File: config.mk
export PLATFORM = sky130hd
export DESIGN_NAME = event_slot_queue
export DESIGN_NICKNAME = d
export VERILOG_FILES = /design/src/hw/rtl/esq_pkg.sv /design/src/hw/rtl/event_slot_queue.sv /design/src/hw/rtl/esq_ram.sv
export SDC_FILE = /design/constraint.sdc
export NUM_CORES = 1
export LEC_CHECK = 0
export BUFFER_PORTS_ARGS = -buffer_cell sky130_fd_sc_hd__buf_2
export CORE_UTILIZATION = 66
export DETAILED_ROUTE_END_ITERATION = 8
export GPL_ROUTABILITY_DRIVEN = 0
export PLACE_DENSITY = 0.84
export SYNTH_ARGS = -nofsm -noshare
export SYNTH_HDL_FRONTEND = slang
export SYNTH_SLANG_ARGS = --single-unit
export TNS_END_PERCENT = 10
File: constraint.sdc
create_clock -name clk -period 11.33 [get_ports clk]
set_input_delay 3.399 -clock clk [delete_from_list [all_inputs] [get_ports clk]]
set_output_delay 3.399 -clock clk [all_outputs]
set_load 0.03 [all_outputs]
File: src/hw/rtl/esq_pkg.sv
// Shared constants and types for the event slot queue.
package esq_pkg;

	localparam int DEF_QUEUE_DEPTH   = 16;
	localparam int DEF_PAYLOAD_WIDTH = 32;
	localparam int ID_W              = 16;
	localparam int CFG_W             = 5;

	localparam logic [CFG_W-1:0] CFG_RESET = CFG_W'(16);

	localparam logic FUNC_POST  = 1'b0;
	localparam logic FUNC_RECV  = 1'b1;
	localparam logic STATUS_OK  = 1'b0;
	localparam logic STATUS_ERR = 1'b1;

	typedef enum logic [1:0] {
		ST_IDLE,
		ST_POST,
		ST_RECV,
		ST_FAIL
	} state_t;

endpackage

File: src/hw/rtl/event_slot_queue.sv
// Event slot queue: slot table with post and id-matched circular receive.
//
//  channel  | handshake            | fields
//  ---------+----------------------+-----------------------------------------
//  command  | start / busy         | func, post_id, post_payload, want_id
//  result   | done (1-cycle pulse) | status, got_id, got_payload, slot_used
//  config   | cfg_wr_en            | cfg_wr_data (slots_in_use)
//
// One item at a time; the slot scan walks one slot per cycle through a single
// compare unit and the table RAM's one port. A post scans up from slot zero
// to the first free slot, or stops at the last slot in use when full.
// A receive scans circularly from the pointer via the registered RAM read.
// Reset clears all valid bits, the scan pointer and sets slots_in_use to 16.
// The receiver cannot stall; done is a single-cycle strobe.
module event_slot_queue #(
	parameter int QUEUE_DEPTH   = esq_pkg::DEF_QUEUE_DEPTH,
	parameter int PAYLOAD_WIDTH = esq_pkg::DEF_PAYLOAD_WIDTH
) (
	input  logic                             clk,
	input  logic                             arst_n,
	input  logic                             start,
	output logic                             busy,
	input  logic                             func,
	input  logic [esq_pkg::ID_W-1:0]         post_id,
	input  logic [PAYLOAD_WIDTH-1:0]         post_payload,
	input  logic [esq_pkg::ID_W-1:0]         want_id,
	input  logic                             cfg_wr_en,
	input  logic [esq_pkg::CFG_W-1:0]        cfg_wr_data,
	output logic                             done,
	output logic                             status,
	output logic [esq_pkg::ID_W-1:0]         got_id,
	output logic [PAYLOAD_WIDTH-1:0]         got_payload,
	output logic [$clog2(QUEUE_DEPTH)-1:0]   slot_used
);

	localparam int IDX_W = $clog2(QUEUE_DEPTH);
	localparam int CNT_W = $clog2(QUEUE_DEPTH + 1);
	localparam int ENT_W = esq_pkg::ID_W + PAYLOAD_WIDTH;

	typedef struct packed {
		logic issue;
		logic post_hit;
		logic post_full;
		logic recv_hit;
		logic recv_miss;
		logic fail;
	} ctl_t;

	esq_pkg::state_t state_q, state_d;
	ctl_t            ctl;

	logic [esq_pkg::CFG_W-1:0] cfg_q;
	logic [QUEUE_DEPTH-1:0]    valid_q;
	logic [IDX_W-1:0]          ptr_q;
	logic [IDX_W-1:0]          k_q;
	logic [CNT_W-1:0]          cnt_q;
	logic [CNT_W-1:0]          n_q;
	logic [esq_pkg::ID_W-1:0]  id_q;
	logic [PAYLOAD_WIDTH-1:0]  pay_q;
	logic [esq_pkg::ID_W-1:0]  want_q;

	logic                      vld_s1;
	logic                      slotv_s1;
	logic                      last_s1;
	logic [IDX_W-1:0]          k_s1;

	logic                      accept;
	logic [CNT_W-1:0]          n_d;
	logic [IDX_W-1:0]          start_k;
	logic [IDX_W-1:0]          last_k;
	logic [ENT_W-1:0]          rdata;
	logic [esq_pkg::ID_W-1:0]  rd_id;
	logic [PAYLOAD_WIDTH-1:0]  rd_pay;
	logic                      id_match;

	assign busy    = (state_q != esq_pkg::ST_IDLE);
	assign accept  = start && !busy;
	assign n_d     = (int'(cfg_q) > QUEUE_DEPTH) ? CNT_W'(QUEUE_DEPTH) : CNT_W'(cfg_q);
	// an out-of-range pointer restarts the scan at slot zero
	assign start_k = (CNT_W'(ptr_q) < n_d) ? ptr_q : '0;
	assign last_k  = IDX_W'(n_q - CNT_W'(1));
	assign rd_id   = rdata[ENT_W-1 -: esq_pkg::ID_W];
	assign rd_pay  = rdata[PAYLOAD_WIDTH-1:0];
	assign id_match = (want_q == '0) || (rd_id == want_q);

	esq_ram #(
		.WIDTH(ENT_W),
		.DEPTH(QUEUE_DEPTH)
	) u_table (
		.clk  (clk),
		.we   (ctl.post_hit),
		.addr (k_q),
		.wdata({id_q, pay_q}),
		.rdata(rdata)
	);

	// control decode
	always_comb begin
		ctl = '0;
		case (state_q)
			esq_pkg::ST_POST: begin
				if (!valid_q[k_q]) begin
					ctl.post_hit = 1'b1;
				end else if (k_q == last_k) begin
					ctl.post_full = 1'b1;
				end
			end
			esq_pkg::ST_RECV: begin
				ctl.issue = (cnt_q < n_q);
				if (vld_s1 && slotv_s1 && id_match) begin
					ctl.recv_hit = 1'b1;
				end else if (vld_s1 && last_s1) begin
					ctl.recv_miss = 1'b1;
				end
			end
			esq_pkg::ST_FAIL: begin
				ctl.fail = 1'b1;
			end
			default: begin
			end
		endcase
	end

	// next state
	always_comb begin
		state_d = state_q;
		case (state_q)
			esq_pkg::ST_IDLE: begin
				if (accept) begin
					if (n_d == '0) begin
						state_d = esq_pkg::ST_FAIL;
					end else if (func == esq_pkg::FUNC_POST) begin
						state_d = esq_pkg::ST_POST;
					end else begin
						state_d = esq_pkg::ST_RECV;
					end
				end
			end
			esq_pkg::ST_POST: begin
				if (ctl.post_hit || ctl.post_full) begin
					state_d = esq_pkg::ST_IDLE;
				end
			end
			esq_pkg::ST_RECV: begin
				if (ctl.recv_hit || ctl.recv_miss) begin
					state_d = esq_pkg::ST_IDLE;
				end
			end
			esq_pkg::ST_FAIL: begin
				state_d = esq_pkg::ST_IDLE;
			end
			default: begin
				state_d = esq_pkg::ST_IDLE;
			end
		endcase
	end

	always_ff @(posedge clk or negedge arst_n) begin
		if (!arst_n) begin
			state_q  <= esq_pkg::ST_IDLE;
			cfg_q    <= esq_pkg::CFG_RESET;
			valid_q  <= '0;
			ptr_q    <= '0;
			k_q      <= '0;
			cnt_q    <= '0;
			n_q      <= '0;
			vld_s1   <= 1'b0;
			done     <= 1'b0;
		end else begin
			state_q <= state_d;
			vld_s1  <= ctl.issue;
			done    <= ctl.post_hit || ctl.post_full || ctl.recv_hit
				|| ctl.recv_miss || ctl.fail;
			if (cfg_wr_en) begin
				cfg_q <= cfg_wr_data;
			end
			if (accept) begin
				n_q   <= n_d;
				cnt_q <= '0;
				if (func == esq_pkg::FUNC_RECV) begin
					k_q <= start_k;
					if (n_d != '0) begin
						ptr_q <= start_k;
					end
				end else begin
					k_q <= '0;
				end
			end
			if (state_q == esq_pkg::ST_POST && !ctl.post_hit && !ctl.post_full) begin
				k_q <= k_q + IDX_W'(1);
			end
			if (ctl.issue) begin
				k_q   <= (k_q == last_k) ? '0 : k_q + IDX_W'(1);
				cnt_q <= cnt_q + CNT_W'(1);
			end
			if (ctl.post_hit) begin
				valid_q[k_q] <= 1'b1;
			end
			if (ctl.recv_hit) begin
				valid_q[k_s1] <= 1'b0;
				ptr_q         <= k_s1;
			end
		end
	end

	// item fields, compare stage and result registers
	always_ff @(posedge clk) begin
		if (accept) begin
			id_q   <= post_id;
			pay_q  <= post_payload;
			want_q <= want_id;
		end
		k_s1     <= k_q;
		slotv_s1 <= valid_q[k_q];
		last_s1  <= (cnt_q == n_q - CNT_W'(1));
		status      <= esq_pkg::STATUS_ERR;
		got_id      <= '0;
		got_payload <= '0;
		slot_used   <= '0;
		if (ctl.post_hit) begin
			status    <= esq_pkg::STATUS_OK;
			slot_used <= k_q;
		end
		if (ctl.recv_hit) begin
			status      <= esq_pkg::STATUS_OK;
			got_id      <= rd_id;
			got_payload <= rd_pay;
			slot_used   <= k_s1;
		end
	end

	a_done_after_busy: assert property (@(posedge clk) disable iff (!arst_n)
		done |-> $past(busy))
		else $error("result strobe without an item in progress");

	a_post_sets_valid: assert property (@(posedge clk) disable iff (!arst_n)
		ctl.post_hit |=> valid_q[$past(k_q)])
		else $error("posted slot not marked valid");

	a_recv_clears_valid: assert property (@(posedge clk) disable iff (!arst_n)
		ctl.recv_hit |=> !valid_q[$past(k_s1)] && ptr_q == $past(k_s1))
		else $error("taken slot still valid or pointer not moved");

	a_scan_in_range: assert property (@(posedge clk) disable iff (!arst_n)
		(state_q == esq_pkg::ST_POST || state_q == esq_pkg::ST_RECV)
			|-> CNT_W'(k_q) < n_q)
		else $error("scan index beyond slots in use");

	a_error_zero: assert property (@(posedge clk) disable iff (!arst_n)
		(done && status == esq_pkg::STATUS_ERR)
			|-> got_id == '0 && got_payload == '0 && slot_used == '0)
		else $error("error result carries data");

endmodule

File: src/hw/rtl/esq_ram.sv
// Generic single-port RAM with registered read.
module esq_ram #(
	parameter int WIDTH = 8,
	parameter int DEPTH = 16
) (
	input  logic                     clk,
	input  logic                     we,
	input  logic [$clog2(DEPTH)-1:0] addr,
	input  logic [WIDTH-1:0]         wdata,
	output logic [WIDTH-1:0]         rdata
);

	logic [WIDTH-1:0] mem_q [DEPTH];

	always_ff @(posedge clk) begin
		if (we) begin
			mem_q[addr] <= wdata;
		end
		rdata <= mem_q[addr];
	end

endmodule

==> impl_metrics.tcl, run 1 <==
set metrics [dict create \
    combinationalPowerShare_pct 19.1 \
    groute.usage.overall_pct 31.94 \
    commonest_cells_in_the_synthesized_netlist "832 x sky130_fd_sc_hd__edfxtp_1, 244 x sky130_fd_sc_hd__mux4_2, 107 x sky130_fd_sc_hd__dfxtp_1" \
    drc_violation_count_after_routing 0 \
    min_setup_slack_post_route_ps 5879 \
    period_needed_ps 5451 \
    setup_total_neg_slack_ps 0 \
    area_growth_syn_to_fin_pct 12.52 \
    p_clk_share_pct 31.9 \
    effective_utilization_at_floorplan_pct 66.78 \
    tritoncts "built" \
    chipHeight_um 235.4 \
    synth_top_flop_cell "sky130_fd_sc_hd__edfxtp_1" \
    nNetsFinal 1845 \
    timing.max_slew.rel_slack_pct 20.67 \
    largest_fanout_on_the_critical_path 40 \
    criticalPathCategory "primary input to flip-flop" \
    fin_area_mm2 0.04044 \
    num_rows 85 \
    timing.critical_path.cells "buf_2 > nand2_1 > inv_4 > buf_4 > nand2_1 > nor4_1 > nor2_1 > a22o_1" \
    leading_area_contributor_after_synthesis "sky130_fd_sc_hd__edfxtp_1" \
    cts.reportedPaths.clkPinSlew_ps 60 \
    crit_arrival_ps 5970 \
    avgViaCountPerCell 6.966 \
    floorplan.core_area_mm2 0.05381 \
    drt_pre_antenna_iters 8 \
    cts-root-to-sink-buffers 3 \
    grt_overflow_total 0 \
    cts_num_sinks 982 \
    post_cts_hold_buffer_count 0 \
    tightestPinTransition_ps 1190 \
    hpwl_um 38660 \
    worst_setup_path_end_kind "flip-flop" \
    post_synth_inst_count 1582 \
    vdd_drop_max_mv 0.2043 \
    number_of_port_buffers 128 \
    crit_path_max_incr_delay_ps 730 \
    achievable-frequency_mhz 183.4 \
    grt_setup_unrepaired "no" \
    tritoncts.num_buffers 91 \
    clock_insertion_delay_worst_skew_ps 660 \
    pwr-share-seq_pct 48.9 \
    maxCapViolations 0 \
    finalPower_mw 9.518 \
    totalWireLength_um 85050 \
    post-synth-top-count-cell "sky130_fd_sc_hd__edfxtp_1" \
    cpMostUsedCell "sky130_fd_sc_hd__nand2_1" \
    p_switching_mw 2.587 \
    postSynthNetCount 1670 \
    hold-path-cell-count 1 \
    dieWidth_um 235.4 \
    area_fraction_of_the_dominant_cell_type_after_synthesis_pct 69.52 \
    hold_path_class "flip-flop to flip-flop" \
    ys_seq_area_share_pct 78.47 \
    post-place-ws_ps 5390 \
    first_iter_violations 2361 \
    setup-violations-final 0 \
    reg2reg_depth 7 \
    synth-async-reset-ratio_pct 4.379 \
    finalHoldViolations 0 \
    cts_root_buffer "sky130_fd_sc_hd__clkbuf_16" \
    yosysUniqueCellTypes 55 \
    postSynthRegisterBits 982 \
    cts_post_setup_buffers_inserted 0 \
    ios 129 \
    largest_net_degree_at_the_start_of_global_routing 172 \
    worstSetupStartpointType "primary input" \
    num_vias 17651 \
    die-area_mm2 0.05539 \
    report.final.slew_viol_count 0 \
    grt_pass1_vias 18571 \
    p_int_mw 6.931 \
    cellPowerDensity_mw_per_mm2 235.4 \
    wire_length_of_the_first_global_routing_pass_um 124900 \
    p_sw_share_pct 27.18 \
    worst-endpoint-required_ps 11850 \
    final.fill_count 2624 \
    worst_clock_skew_ps 31.20 \
    leakagePower_nw 13.30 \
    drive_above_1_share_pct 31.32 \
    total_placed_instance_area_mm2 0.03749 \
    post_cts_resized 0 \
    avgSynthCellArea_um2 22.72 \
    cts.htree.levels 3 \
    number_of_antenna_violations_at_the_first_check_in_global_routing 4 \
    drtAntennaViolNets 0 \
    edff_count_synth 832 \
    cp_slowest_cell "sky130_fd_sc_hd__buf_4" \
    wl_per_cell_um 33.56 \
    yosys_warnings 0 \
    period_share_pct 48.12 \
    synth.top_cells.by_area "sky130_fd_sc_hd__edfxtp_1 70%, sky130_fd_sc_hd__mux4_2 15%, sky130_fd_sc_hd__dfxtp_1 6.0%" \
    combined_area_of_all_synthesized_cells_mm2 0.03594 \
    status "finished, final reports clean" \
]
[layer usage]
metal	global-route usage (%)	vias up	wire, um
li1	-	6887	-
met1	41.30	9144	29660
met5	0	-	0
met4	14.58	0	3579
met3	6.602	265	8060
met2	53.15	1355	43750
[cell type report]
cell class	count	area [um2]	share of cell area [%]
flip-flops and latches	982	28220	69.78
multi-input cells	515	7502	18.55
clock buffers	124	2535	6.269
well taps	696	870.8	2.153
repair buffers	153	840.8	2.079
clock inverters	48	411.6	1.018
inverters	14	55.05	0.1361
diodes	2	5.005	0.01238
[worst max-delay path: cells and delay by family]
| family | cells | cell delay, ps |
|---|---|---|
| buffers and inverters | 3 | 1410 |
| AND/OR/NAND/NOR | 4 | 900 |
| AO/OA/AOI/OAI | 1 | 240 |
[cells in the final DEF (no fill, tap or decap), drive strengths merged, types with 2 or more instances in the layout]
| cell | netlist | layout |
|---|---|---|
| or4 | 2 | 2 |
| a22oi | 2 | 2 |
| nor2 | 20 | 20 |
| and2 | 49 | 49 |
| diode | 0 | 2 |
| mux2 | 7 | 7 |
| a22o | 8 | 8 |
| nor2b | 11 | 11 |
| xor2 | 19 | 19 |
| nand2b | 6 | 6 |
| and3 | 5 | 5 |
| xnor2 | 10 | 10 |
| bufinv | 0 | 5 |
| or3 | 2 | 2 |
| nor3 | 6 | 6 |
| nand2 | 23 | 23 |
| mux2i | 2 | 2 |
| nand3 | 18 | 18 |
| nor4 | 9 | 9 |
| edfxtp | 832 | 832 |
| dfxtp | 107 | 107 |
| nand3b | 2 | 2 |
| dfrtp | 42 | 42 |
| nand4 | 4 | 4 |
| clkbuf | 45 | 124 |
| a31oi | 2 | 2 |
| mux4 | 244 | 244 |
| clkinvlp | 0 | 4 |
| o21ai | 14 | 14 |
| buf | 26 | 153 |
| o21a | 9 | 9 |
| inv | 14 | 19 |
| a21oi | 7 | 7 |
| ha | 14 | 14 |
| a2bb2oi | 6 | 6 |
| clkinv | 0 | 34 |
| o211ai | 2 | 2 |
[power groups by stage]
stage / Combinational (mW) / Clock (mW) / Sequential, mW
floorplan: 1.46 / 0 / 4.51
global placement: 1.72 / 0 / 4.68
detailed placement: 1.76 / 0 / 4.71
CTS: 1.83 / 3.07 / 4.65
global route: 1.93 / 3.19 / 4.68
finish: 1.82 / 3.04 / 4.66
[path summary, 6_finish.rpt]
check                                                 end  slack [ps]                     start
max                                  ptr_q[1]$_DFFE_PN0P_        5880                     start
min in group asynchronous            cfg_q[0]$_DFFE_PN0P_        2920                    arst_n
min                             got_payload[3]$_SDFF_PN0_         420  u_table.rdata[3]$_DFF_P_
min reg2reg                     got_payload[3]$_SDFF_PN0_         420  u_table.rdata[3]$_DFF_P_
max in group asynchronous              k_q[0]$_DFFE_PN0P_        7680                    arst_n
max reg2reg                u_table.mem_q[2][13]$_DFFE_PP_        6340        k_q[0]$_DFFE_PN0P_
[flip-flops by register name, indices dropped and copies added (netlist names), 5 cells and up]
signal and count:
want_q 16, u_table.rdata 48, got_payload 32, id_q 16, u_table.mem_q 768, cfg_q 5
pay_q 32, got_id 16, valid_q 16, n_q 5, cnt_q 5
[logic make-up after synthesis]
| logic type | synth area share (%) |
|---|---|
| adders and majority gates | 0.4874 |
| and+or+nand+nor | 2.503 |
| muxes | 15.57 |
| buffers and inverters | 1.003 |
| DFF | 78.47 |
| AOI/OAI and AO/OA | 1.198 |
| xor gates and xnor gates | 0.7694 |
[through the flow]
| step | utilization [%] | instances | hold slack (ps) |
|---|---|---|---|
| 2_1_floorplan | - | 1582 | 342.2 |
| 6_report | 75.15 | 2534 | 424.8 |
| 4_1_cts | 75.14 | 2532 | 427.9 |
| 3_3_place_gp | 69.66 | 2360 | 407.3 |
| 5_1_grt | 75.15 | 2534 | 448.3 |
| 3_5_place_dp | 69.66 | 2360 | 414.5 |
(Power assumes the default switching activity.)
==> run 2, diff against run 1 <==
- CORE_UTILIZATION: 66 -> 61
- PLACE_DENSITY: 0.84 -> 0.79
- clock period: 11.33 -> 5.5 ns (I/O delays scaled with it)
==> run 2 against run 1 <==
Critical path depth decreased by 2. Combinational power increased by 100%. Clock skew fell by 4.4 ps. Largest power group unchanged. Setup slack worse by 4700 ps. Total power grew 110%. Critical path type is now flip-flop to flip-flop. Register-to-register slack worse by 5100 ps. Global-route usage fell by 4.8 points. Worst hold slack improved by 2.1 ps.
==> impl_metrics.tcl, run 2 (synthesized netlist as in run 1, its figures left out) <==
set metrics [dict create \
    ios 129 \
    cp_num_buf_inv 1 \
    num_vias 16920 \
    drc_violation_count_after_routing 0 \
    reg2reg_setup_slack_ps 1200 \
    worst_clock_skew_ps 26.84 \
    cts_post_setup_buffers_inserted 0 \
    area_growth_syn_to_fin_pct 13.56 \
    tritoncts "built" \
    effective_utilization_at_floorplan_pct 62.05 \
    post_cts_resized 0 \
    status "finished, final reports clean" \
    grt_pass1_vias 17694 \
    criticalPathCategory "flip-flop to flip-flop" \
    largest_net_degree_at_the_start_of_global_routing 112 \
    drive_above_1_share_pct 31.51 \
    first_iter_violations 1950 \
    crit_arrival_ps 4640 \
    period_share_pct 78.22 \
    timing.max_slew.rel_slack_pct 30.14 \
    mostFrequentLayoutCells "832 x sky130_fd_sc_hd__edfxtp_1, 244 x sky130_fd_sc_hd__mux4_2, 128 x sky130_fd_sc_hd__buf_2, 107 x sky130_fd_sc_hd__dfxtp_1, 96 x sky130_fd_sc_hd__clkbuf_16" \
    die-area_mm2 0.05989 \
    number_of_antenna_violations_at_the_first_check_in_global_routing 2 \
    largest_fanout_on_the_critical_path 50 \
    setup-violations-final 0 \
    leakagePower_nw 13.44 \
    period_needed_ps 4302 \
    worstSetupStartpointType "flip-flop" \
    achievable-frequency_mhz 232.5 \
    vdd_drop_max_mv 0.3075 \
    report.final.slew_viol_count 0 \
    total_placed_instance_area_mm2 0.03772 \
    critical_path.top_delay_family "simple AND/OR/NAND/NOR gates" \
    wire_length_of_the_first_global_routing_pass_um 116300 \
    layout.core_utilization_pct 70.47 \
    registers.top_by_ff_count "u_table.mem_q" \
    drt_pre_antenna_iters 5 \
    post_cts_hold_buffer_count 0 \
    tightestPinTransition_ps 1048 \
    cts.reportedPaths.clkPinSlew_ps 60 \
    worst-endpoint-required_ps 5840 \
    number_of_flip_flops_in_the_largest_register 768 \
    final_antenna_diode_count 0 \
    cts-root-to-sink-buffers 3 \
    crit_path_max_incr_delay_ps 1110 \
    cp_slowest_cell "sky130_fd_sc_hd__dfrtp_4" \
    layout.cells.most_common "sky130_fd_sc_hd__edfxtp_1" \
    cts_num_sinks 982 \
    tritoncts.num_buffers 93 \
    dieWidth_um 244.7 \
    final.fill_count 3297 \
    hold_path_class "flip-flop to flip-flop" \
    avgViaCountPerCell 6.478 \
    hpwl_um 40890 \
    num_rows 88 \
    grt_overflow_total 0 \
    nNetsFinal 1855 \
    groute.usage.overall_pct 27.14 \
    drtAntennaViolNets 0 \
    wl_per_cell_um 30.01 \
    floorplan.core_area_mm2 0.05792 \
    chipHeight_um 244.7 \
    maxCapViolations 0 \
    clock_insertion_delay_worst_skew_ps 660 \
    layout_top_registers "u_table.mem_q (768), u_table.rdata (48)" \
    cts_root_buffer "sky130_fd_sc_hd__clkbuf_16" \
    setup_total_neg_slack_ps 0 \
    totalWireLength_um 78400 \
    cts.htree.levels 3 \
    fin_area_mm2 0.04081 \
    timing.critical_path.cells "mux4_2 > a22oi_1 > and3_1 > nand2_2 > nor2_4 > buf_12" \
    number_of_port_buffers 128 \
    finalHoldViolations 0 \
    worst_setup_path_end_kind "flip-flop" \
    grt_setup_unrepaired "no" \
    cellPowerDensity_mw_per_mm2 486.5 \
]
[run 2: changes by cell type in the layout (fill, tap and decap cells not counted), moves of 2 or more]
cell / before / now
sky130_fd_sc_hd__clkinvlp_4: 4 / 1
sky130_fd_sc_hd__diode_2: 2 / 0
sky130_fd_sc_hd__buf_12: 1 / 8
sky130_fd_sc_hd__clkbuf_1: 23 / 29
sky130_fd_sc_hd__clkbuf_16: 94 / 96
sky130_fd_sc_hd__bufinv_16: 5 / 9
sky130_fd_sc_hd__clkinv_2: 19 / 15
sky130_fd_sc_hd__clkbuf_8: 7 / 9
sky130_fd_sc_hd__clkinv_1: 12 / 10
[run 2: through the flow]
step                cells  power, mW  worst slack, ps  hold slack, ps
floorplan            1582      12.31             1016           342.2
global placement     2437      13.32             1325           410.7
detailed placement   2437      13.46             1239           414.7
CTS                  2612      19.97             1149           427.4
global route         2612      20.48             1019           439.2
finish               2612      19.85             1198           426.9
[run 2: power by group]
group / switching [mW] / total (mW) / internal (mW)
combinational: 1.74 / 3.69 / 1.95
sequential: 0.818 / 9.66 / 8.84
clock: 2.73 / 6.50 / 3.77
[run 2: per-layer routing]
metal  up-vias  share of wire, %  track usage, %
met5         -                 0               0
met3       162               7.0           4.658
met2       898                52           45.54
met1      8956                38           36.81
met4         0               2.7           8.640
li1       6904                 -               -
[run 2: layout make-up]
class | instances | area (um2) | share of cell area [%]
clock buffer | 134 | 2635 | 6.456
clock inverter | 41 | 457.9 | 1.122
inverter | 14 | 53.80 | 0.1318
multi-input combinational | 515 | 7502 | 18.38
sequential | 982 | 28220 | 69.14
tap | 765 | 957.2 | 2.345
timing repair buffer | 161 | 988.4 | 2.422
[run 2: path summary, 6_finish.rpt]
check	from	to	cells past startpoint
worst max-delay path	k_q[0]$_DFFE_PN0P_	u_table.mem_q[15][39]$_DFFE_PP_	6
worst min-delay path	u_table.rdata[5]$_DFF_P_	got_payload[5]$_SDFF_PN0_	1
worst max register to register	k_q[0]$_DFFE_PN0P_	u_table.mem_q[15][39]$_DFFE_PP_	6
worst min register to register	u_table.rdata[5]$_DFF_P_	got_payload[5]$_SDFF_PN0_	1
max in group asynchronous	arst_n	k_q[1]$_DFFE_PN0P_	1
min in group asynchronous	arst_n	n_q[4]$_DFFE_PN0P_	1
==> run 3, diff against run 2 <==
- ABC_AREA: unset -> 1
- clock period: 5.5 -> 3.99 ns (I/O delays scaled with it)
==> run 3 against run 2 <==
Area after synthesis increased by 2.6%. Cell count increased by 46%. Final area increased by 2.1%. Critical path type unchanged. Critical endpoint is now u_table.mem_q[6][32]$_DFFE_PP_.
==> impl_metrics.tcl, run 3 <==
set metrics [dict create \
    status "finished, final reports clean" \
    effective_utilization_at_floorplan_pct 62.16 \
    cts_num_sinks 982 \
    post_cts_resized 0 \
    largest_fanout_on_the_critical_path 51 \
    layout_top_registers "u_table.mem_q (768), u_table.rdata (48)" \
    post-synth-top-count-cell "sky130_fd_sc_hd__edfxtp_1" \
    wire_length_of_the_first_global_routing_pass_um 132900 \
    vdd_drop_max_mv 1.076 \
    setup_total_neg_slack_ps 0 \
    crit_path_max_incr_delay_ps 820 \
    period_share_pct 81.24 \
    cp_slowest_cell "sky130_fd_sc_hd__dfrtp_4" \
    number_of_port_buffers 128 \
    number_of_antenna_violations_at_the_first_check_in_global_routing 0 \
    finalPower_mw 30.19 \
    num_vias 23778 \
    ios 129 \
    drive_above_1_share_pct 12.51 \
    criticalPathCategory "flip-flop to flip-flop" \
    worstSetupStartpointType "flip-flop" \
    cts_post_setup_buffers_inserted 0 \
    drtAntennaViolNets 0 \
    leading_area_contributor_after_synthesis "sky130_fd_sc_hd__edfxtp_1" \
    tritoncts.num_buffers 96 \
    ys_seq_area_share_pct 76.45 \
    period_needed_ps 3242 \
    grt_pass1_vias 23181 \
    hold_path_class "flip-flop to flip-flop" \
    postSynthNetCount 2925 \
    worst_clock_skew_ps 16.47 \
    registers.top_by_ff_count "u_table.mem_q" \
    cts.reportedPaths.clkPinSlew_ps 60 \
    first_iter_violations 2918 \
    post_synth_inst_count 2837 \
    leakagePower_nw 14.52 \
    tightestPinTransition_ps 1216 \
    cellPowerDensity_mw_per_mm2 724.4 \
    chipHeight_um 247.9 \
    synth_top_flop_cell "sky130_fd_sc_hd__edfxtp_1" \
    floorplan.core_area_mm2 0.05935 \
    hpwl_um 44630 \
    worst-endpoint-required_ps 4320 \
    totalWireLength_um 88200 \
    area_growth_syn_to_fin_pct 12.95 \
    combined_area_of_all_synthesized_cells_mm2 0.03689 \
    maxCapViolations 0 \
    clock_insertion_delay_worst_skew_ps 650 \
    avgViaCountPerCell 6.239 \
    edff_count_synth 832 \
    yosysUniqueCellTypes 39 \
    postSynthRegisterBits 982 \
    dp.cells 3629 \
    num_rows 89 \
    grt_setup_unrepaired "no" \
    final.fill_count 3716 \
    setup-violations-final 0 \
    avgSynthCellArea_um2 13.00 \
    timing.critical_path.cells "inv_4 > nand3_1 > nand2_1 > nand2_1 > nand2_1 > inv_2 > nand3_2 > nor2_4 > buf_12" \
    achievable-frequency_mhz 308.5 \
    dieWidth_um 247.9 \
    cts-root-to-sink-buffers 3 \
    finalHoldViolations 0 \
    groute.usage.overall_pct 28.78 \
    mostFrequentLayoutCells "832 x sky130_fd_sc_hd__edfxtp_1, 478 x sky130_fd_sc_hd__nor2_1, 400 x sky130_fd_sc_hd__o21ai_0, 297 x sky130_fd_sc_hd__nand2_1, 199 x sky130_fd_sc_hd__o22ai_1" \
    die-area_mm2 0.06146 \
    report.final.slew_viol_count 0 \
    cts.htree.levels 3 \
    worst_setup_path_end_kind "flip-flop" \
    instances_no_fill 3811 \
    final_antenna_diode_count 0 \
    timing.max_slew.rel_slack_pct 18.91 \
    post_cts_hold_buffer_count 0 \
    crit_arrival_ps 3570 \
    wl_per_cell_um 23.14 \
    commonest_cells_in_the_synthesized_netlist "832 x sky130_fd_sc_hd__edfxtp_1, 492 x sky130_fd_sc_hd__nor2_1, 400 x sky130_fd_sc_hd__o21ai_0" \
    synth-async-reset-ratio_pct 4.379 \
    drc_violation_count_after_routing 0 \
    cpMostUsedCell "sky130_fd_sc_hd__nand2_1" \
    drt_pre_antenna_iters 8 \
    tritoncts "built" \
    largest_net_degree_at_the_start_of_global_routing 233 \
    grt_overflow_total 0 \
    layout.cells.most_common "sky130_fd_sc_hd__edfxtp_1" \
    nNetsFinal 3042 \
    number_of_flip_flops_in_the_largest_register 768 \
    yosys_warnings 0 \
    area_fraction_of_the_dominant_cell_type_after_synthesis_pct 67.72 \
    cts_root_buffer "sky130_fd_sc_hd__clkbuf_16" \
    synth.top_cells.by_area "sky130_fd_sc_hd__edfxtp_1 68%, sky130_fd_sc_hd__dfxtp_1 5.8%, sky130_fd_sc_hd__o21ai_0 5.4%" \
]
-- run 3: cell count changes after synthesis, moves of 17 or more --
cell / previous run / this run
sky130_fd_sc_hd__and2_1: 49 / 0
sky130_fd_sc_hd__clkbuf_1: 45 / 115
sky130_fd_sc_hd__nand2_1: 19 / 298
sky130_fd_sc_hd__nor2_1: 20 / 492
sky130_fd_sc_hd__inv_1: 13 / 95
sky130_fd_sc_hd__mux4_2: 244 / 0
sky130_fd_sc_hd__o21ai_0: 14 / 400
sky130_fd_sc_hd__nand4_1: 4 / 55
sky130_fd_sc_hd__o22ai_1: 0 / 199
sky130_fd_sc_hd__buf_4: 1 / 18
-- run 3: critical path: cells and delay by family (launching register included) --
family	cells	cell delay (ps)
buffers and inverters	3	530
AND/OR/NAND/NOR	6	1500
flip-flops	1	820
-- run 3: through the flow --
step	hold WS (ps)	instance area [um2]	utilization, %	setup slack (ps)
finish	410.7	41670	70.21	748.4
global route	425.6	41670	70.21	621.3
CTS	408.3	41670	70.21	745.7
detailed placement	399.9	38520	64.90	803.8
global placement	399.0	38520	64.90	824.9
floorplan	348.3	36890	-	114.8
-- run 3: layout make-up --
class	count	area (um2)	share of cell area [%]
Tap cell	773	967.2	2.321
Sequential cell	982	28210	67.70
Clock buffer	122	2613	6.270
Multi-Input combinational cell	1580	7662	18.39
Timing Repair Buffer	183	1254	3.009
Clock inverter	60	536.8	1.288
Inverter	111	426.7	1.024
-- run 3: path summary, 6_finish.rpt --
kind                       cells past startpoint                              to  slack (ps)                     start
min in group asynchronous                      1            cfg_q[2]$_DFFE_PN0P_         720                    arst_n
max reg2reg                                    9  u_table.mem_q[6][32]$_DFFE_PP_         750        k_q[1]$_DFFE_PN0P_
max in group asynchronous                      1              k_q[1]$_DFFE_PN0P_        2500                    arst_n
max                                            9  u_table.mem_q[6][32]$_DFFE_PP_         750        k_q[1]$_DFFE_PN0P_
min reg2reg                                    2       got_payload[2]$_SDFF_PN0_         410  u_table.rdata[2]$_DFF_P_
min                                            2       got_payload[2]$_SDFF_PN0_         410  u_table.rdata[2]$_DFF_P_
-- run 3: metal layers --
metal	routed length, um	track usage [%]	vias up
met1	33430	39.06	11505
met3	9424	4.844	217
li1	-	-	10446
met4	2864	11.60	0
met5	0	0	-
met2	42480	46.68	1610
-- run 3: power breakdown --
group,internal (mW),switching (mW),leakage (nW)
Combinational,2.35,5.58,4.04
Sequential,12.4,0.931,8.93
Clock,5.12,3.85,1.54
Total,19.8,10.4,14.5
-- run 3: kinds of logic after synthesis --
family / Yosys count / synth area share, %
flops: 982 / 76.45
compound gates: 643 / 9.520
xor+xnor: 24 / 0.5698
simple gates: 898 / 9.842
mux: 1 / 0.03052
buf+inv: 275 / 3.113
fa+ha+maj: 14 / 0.4748
